**src/rtl/rotate_vector_about_axis_top_macros.svh**
```systemverilog
// Assertion macros for the vector rotation block.
`ifndef ROTATE_VECTOR_ABOUT_AXIS_TOP_MACROS_SVH
`define ROTATE_VECTOR_ABOUT_AXIS_TOP_MACROS_SVH
// Implication checked on every rising clock edge outside reset.
`define RVA_ASSERT_IMP(label, ante, cons) \
  label: assert property (@(posedge clk_i) disable iff (!rst_ni) (ante) |-> (cons)) \
    else $error("rva check failed");
// Next-cycle implication.
`define RVA_ASSERT_NXT(label, ante, cons) \
  label: assert property (@(posedge clk_i) disable iff (!rst_ni) (ante) |=> (cons)) \
    else $error("rva check failed");
`endif

```
**src/rtl/rva_pkg.sv**
```systemverilog
// Shared types and constants for the vector rotation block.
package rva_pkg;
  localparam int CompW   = 24;
  localparam int AxisW   = 16;
  localparam int AngW    = 16;
  localparam int Steps   = 16;
  localparam int InW     = 3 * CompW + 3 * AxisW + AngW;
  localparam int OutW    = 3 * CompW;
  localparam int Lat     = Steps + 6;
  localparam logic signed [33:0] Gain = 34'sd652032874;

  typedef struct packed {
    logic signed [33:0] x;
    logic signed [33:0] y;
    logic signed [32:0] z;
    logic               neg;
  } cordic_t;

  typedef struct packed {
    logic signed [CompW-1:0] vx, vy, vz;
    logic signed [AxisW-1:0] ax, ay, az;
  } carry_t;

  function automatic logic signed [32:0] atan_c(input int i);
    logic signed [32:0] t;
    unique case (i)
      0: t = 33'sd536870912;  1: t = 33'sd316933406;  2: t = 33'sd167458907;
      3: t = 33'sd85004756;   4: t = 33'sd42667331;   5: t = 33'sd21354465;
      6: t = 33'sd10679838;   7: t = 33'sd5340245;    8: t = 33'sd2670163;
      9: t = 33'sd1335087;    10: t = 33'sd667544;    11: t = 33'sd333772;
      12: t = 33'sd166886;    13: t = 33'sd83443;     14: t = 33'sd41722;
      default: t = 33'sd20861;
    endcase
    return t;
  endfunction
endpackage

```
**src/rtl/rva_cordic_cell.sv**
```systemverilog
// One CORDIC micro-rotation stage with the payload carried beside it.
module rva_cordic_cell (
  input  logic                     clk_i,
  input  logic                     en_i,
  input  logic [3:0]               idx_i,
  input  rva_pkg::cordic_t         c_i,
  input  rva_pkg::carry_t          p_i,
  output rva_pkg::cordic_t         c_o,
  output rva_pkg::carry_t          p_o
);
  import rva_pkg::*;
  cordic_t c_d, c_q;
  carry_t  p_q;
  logic signed [33:0] dx, dy;

  always_comb begin
    dx = c_i.y >>> idx_i;
    dy = c_i.x >>> idx_i;
    c_d = c_i;
    if (!c_i.z[32]) begin
      c_d.x = c_i.x - dx; c_d.y = c_i.y + dy; c_d.z = c_i.z - atan_c(int'(idx_i));
    end else begin
      c_d.x = c_i.x + dx; c_d.y = c_i.y - dy; c_d.z = c_i.z + atan_c(int'(idx_i));
    end
  end

  always_ff @(posedge clk_i) begin
    if (en_i) begin
      c_q <= c_d;
      p_q <= p_i;
    end
  end
  assign c_o = c_q;
  assign p_o = p_q;
endmodule

```
**config.mk**
```make
export PLATFORM = sky130hd
export DESIGN_NAME = rva_cordic_cell
export DESIGN_NICKNAME = d
export VERILOG_FILES = /design/src/rtl/rotate_vector_about_axis_top_macros.svh /design/src/rtl/rva_pkg.sv /design/src/rtl/rva_cordic_cell.sv
export SDC_FILE = /design/constraint.sdc
export NUM_CORES = 1
export LEC_CHECK = 0
export ABC_AREA = 1
export BUFFER_PORTS_ARGS = -buffer_cell sky130_fd_sc_hd__buf_2
export CAP_MARGIN = 10
export CORE_MARGIN = 4
export CORE_UTILIZATION = 55
export CTS_CLUSTER_DIAMETER = 60
export DETAILED_ROUTE_END_ITERATION = 6
export PLACE_DENSITY = 0.82
export REMOVE_ABC_BUFFERS = 1
export SYNTH_ARGS = -nofsm -noshare
export SYNTH_HDL_FRONTEND = slang
export SYNTH_SLANG_ARGS = --single-unit
```
**constraint.sdc**
```tcl
create_clock -name clk_i -period 6.4 [get_ports clk_i]
set_input_delay 0.96 -clock clk_i [delete_from_list [all_inputs] [get_ports clk_i]]
set_output_delay 0.96 -clock clk_i [all_outputs]
set_load 0.005 [all_outputs]
```
==> impl_metrics.env <==
export IMPL_ctsRootBufferMaster="clkbuf_16"
export IMPL_grt_usage_pct=32.6
export IMPL_wl_met3_mm=5.64
export IMPL_fmax_ghz=0.183
export IMPL_slew_headroom_pct=41.2
export IMPL_numClockSinks=222
export IMPL_layout_commonest_cell="nand2_1"
export IMPL_wl_per_cell_um=18.7
export IMPL_routed_wl_mm=62.1
export IMPL_synth_compound_area_share_pct=10.2
export IMPL_vias=19000
export IMPL_dp_cells=3267
export IMPL_start_util_pct=56.0
export IMPL_crit_fanout=64
export IMPL_ys_seq_elements=222
export IMPL_cts_tree="built"
export IMPL_pin_count=450
export IMPL_die_x_um=190
export IMPL_finalWeightedCongestion=0.987
export IMPL_ys_seq_area_share_pct=36.5
export IMPL_synth_top_family_by_area="simple AND/OR/NAND/NOR gates"
export IMPL_synthSimpleGateAreaFrac_pct=31.2
export IMPL_synth_edf_count=222
export IMPL_dieArea_um2=36200
export IMPL_start_kind="input pin"
export IMPL_areaGrowthSynthToFinish_pct=18.2
export IMPL_drc=0
export IMPL_hp_start="p_i[74]"
export IMPL_vias_per_cell=5.72
export IMPL_cts_buffer_depth=3
export IMPL_muxShareOfSynthArea_pct=0
export IMPL_core_area_um2=32600
export IMPL_grt_pass1_wl_mm=95.1
export IMPL_hold_path_class="in -> reg"
export IMPL_rsz0062_at_grt="false"
export IMPL_synth_xor_area_share_pct=7.72
export IMPL_synth_ff_type="edfxtp_1"
export IMPL_post_synth_cell_area_avg_um2=7.50
export IMPL_hold_viol_final=0
export IMPL_antenna_found_initial=5
export IMPL_synth_area_um2=18300
export IMPL_final_max_slew_violation_count=0
export IMPL_h_tree_depth=1
export IMPL_cts_hold_buffers=0
export IMPL_nets=3190
export IMPL_drt_iter0_markers=1902
export IMPL_power_per_cell_area_nw_per_um2=253
export IMPL_finalNonFillerCells=3315
export IMPL_critPathKind="in -> reg"
export IMPL_status="finished clean"
export IMPL_grt_overflow_total=0
export IMPL_fill_cells=2853
export IMPL_grt_start_max_net_pins=155
export IMPL_synth_distinct_cells=48
export IMPL_drive_above_1_share_pct=18.8
export IMPL_top_layer="met5"
export IMPL_finalSetupViolations=0
export IMPL_grt_pass1_vias=18100
export IMPL_antenna_left=0
export IMPL_die_h_um=190
export IMPL_seq_area_um2=6670
export IMPL_cts_setup_buffers=0
export IMPL_ys_warnings_count=0
export IMPL_cts_buffers=25
export IMPL_setup_tns_ns=0
export IMPL_p_leak_nw=10.4
export IMPL_maxCapViolCount=0
export IMPL_crit_start="idx_i[1]"
export IMPL_cp_end_kind="register"
export IMPL_vdd_ir_drop_worst_v=0.000233
export IMPL_drt_met1_wl_mm=24.1
export IMPL_dp_hpwl_mm=50.1
export IMPL_firstDrtPassIters=7
export IMPL_synthCells=2435
export IMPL_worst_slew_pin_slew_ns=0.880
export IMPL_min_period_ns=5.45
export IMPL_postPlaceCellArea_um2=20800
export IMPL_num_rows=66
export IMPL_min_period_over_period_pct=85.2
export IMPL_holdWs_ns=0.597
export IMPL_design_area_um2=21600
export IMPL_synth_fa_ha_area_share_pct=7.66
export IMPL_multi_input_area_um2=10400
export IMPL_wl_met2_mm=29.7
export IMPL_io_buffers=449
export IMPL_post_cts_resized=0
export IMPL_required_ns=6.68
export IMPL_synthArstFlopShare_pct=0
export IMPL_arrival_ns=5.73
export IMPL_clk_pin_slew_ns=0.06
export IMPL_layout_common_cells="667 x nand2_1, 448 x buf_2, 387 x nand3_1, 222 x edfxtp_1, 210 x nor2_1"
state kept, by name, summed over array words and instances, names as in the netlist:
name  cells
p_o     120
c_o     102
routing by layer:
layer / vias up / track usage, %
met5: - / 0
met4: 6 / 11.9
met3: 177 / 6.29
met2: 975 / 56.2
met1: 8660 / 40.9
li1: 9141 / -
cell families after synthesis:
| kind of cell | after synthesis |
|---|---|
| AO/OA/AOI/OAI | 326 |
| flip-flops | 222 |
| buffers and inverters | 278 |
| AND/OR/NAND/NOR | 1338 |
| XOR/XNOR | 161 |
| adder cells (fa/ha/maj) | 110 |
through the flow:
step                      setup WS, ns  power (mW)  utilization, %
after detailed placement         0.517        4.07            63.7
after global placement           0.600        4.04            63.7
after global routing             0.495        5.79            66.1
after CTS                         1.03        5.46            66.1
after floorplan                   1.51        3.28               -
final                            0.946        5.46            66.2
Yosys cell counts, types with 8 or more instances:
cell type	number	area, um^2
nor4_1	9	56.3
a21boi_0	8	60.1
nor2_1	210	788
o21ai_2	8	70.1
a31oi_1	11	68.8
edfxtp_1	222	6670
o21bai_1	14	105
buf_1	9	33.8
buf_6	13	146
nand4_1	15	93.8
xnor2_1	55	482
o21ai_0	87	435
inv_1	197	739
buf_2	32	160
nand2_1	667	2500
nand3_1	387	1940
ha_1	107	1340
a21o_1	16	120
nor3_1	20	100
clkbuf_1	15	56.3
a21oi_1	145	726
o21ai_1	12	60.1
xor2_1	106	928
report_power, final:
| group | internal, mW | switching, mW | leakage, nW |
|---|---|---|---|
| clock network | 0.805 | 0.575 | 0.386 |
| registers | 1.93 | 0.0633 | 2.17 |
| logic | 0.769 | 1.32 | 7.79 |
worst paths after layout:
kind | to | slack [ns] | cells past startpoint
worst max-delay path | c_o[98] | 0.95 | 26
worst min-delay path | p_o[74] | 0.60 | 1
final cells by class:
type	instances	area share [%]
timing repair buffer	464	11.1
multi-input combinational	1935	48.1
tap	442	2.56
clock buffer	30	2.99
inverter	204	3.58
antenna	3	0.0348
clock inverter	15	0.684
sequential	222	30.9
critical path, stage by stage:
cell and delay [ns]:
buf_2 0.16, inv_4 0.06, buf_4 0.53, nor2_1 0.28, o211ai_1 0.16, nand3_1 0.11, nand2_1 0.07, nand2_1 0.13
inv_1 0.09, ha_1 0.17, nand3_1 0.15, inv_1 0.18, nand3_1 0.15, nor2_2 0.21, nand2_1 0.08, nand2_1 0.12
xor2_1 0.08, ha_1 0.40, nand2_1 0.13, nor4_1 0.60, nand3_1 0.16, nand3_1 0.23, nand2_1 0.08, o211ai_1 0.13
a21oi_1 0.13, xor2_1 0.15
(Power assumes the default switching activity.)
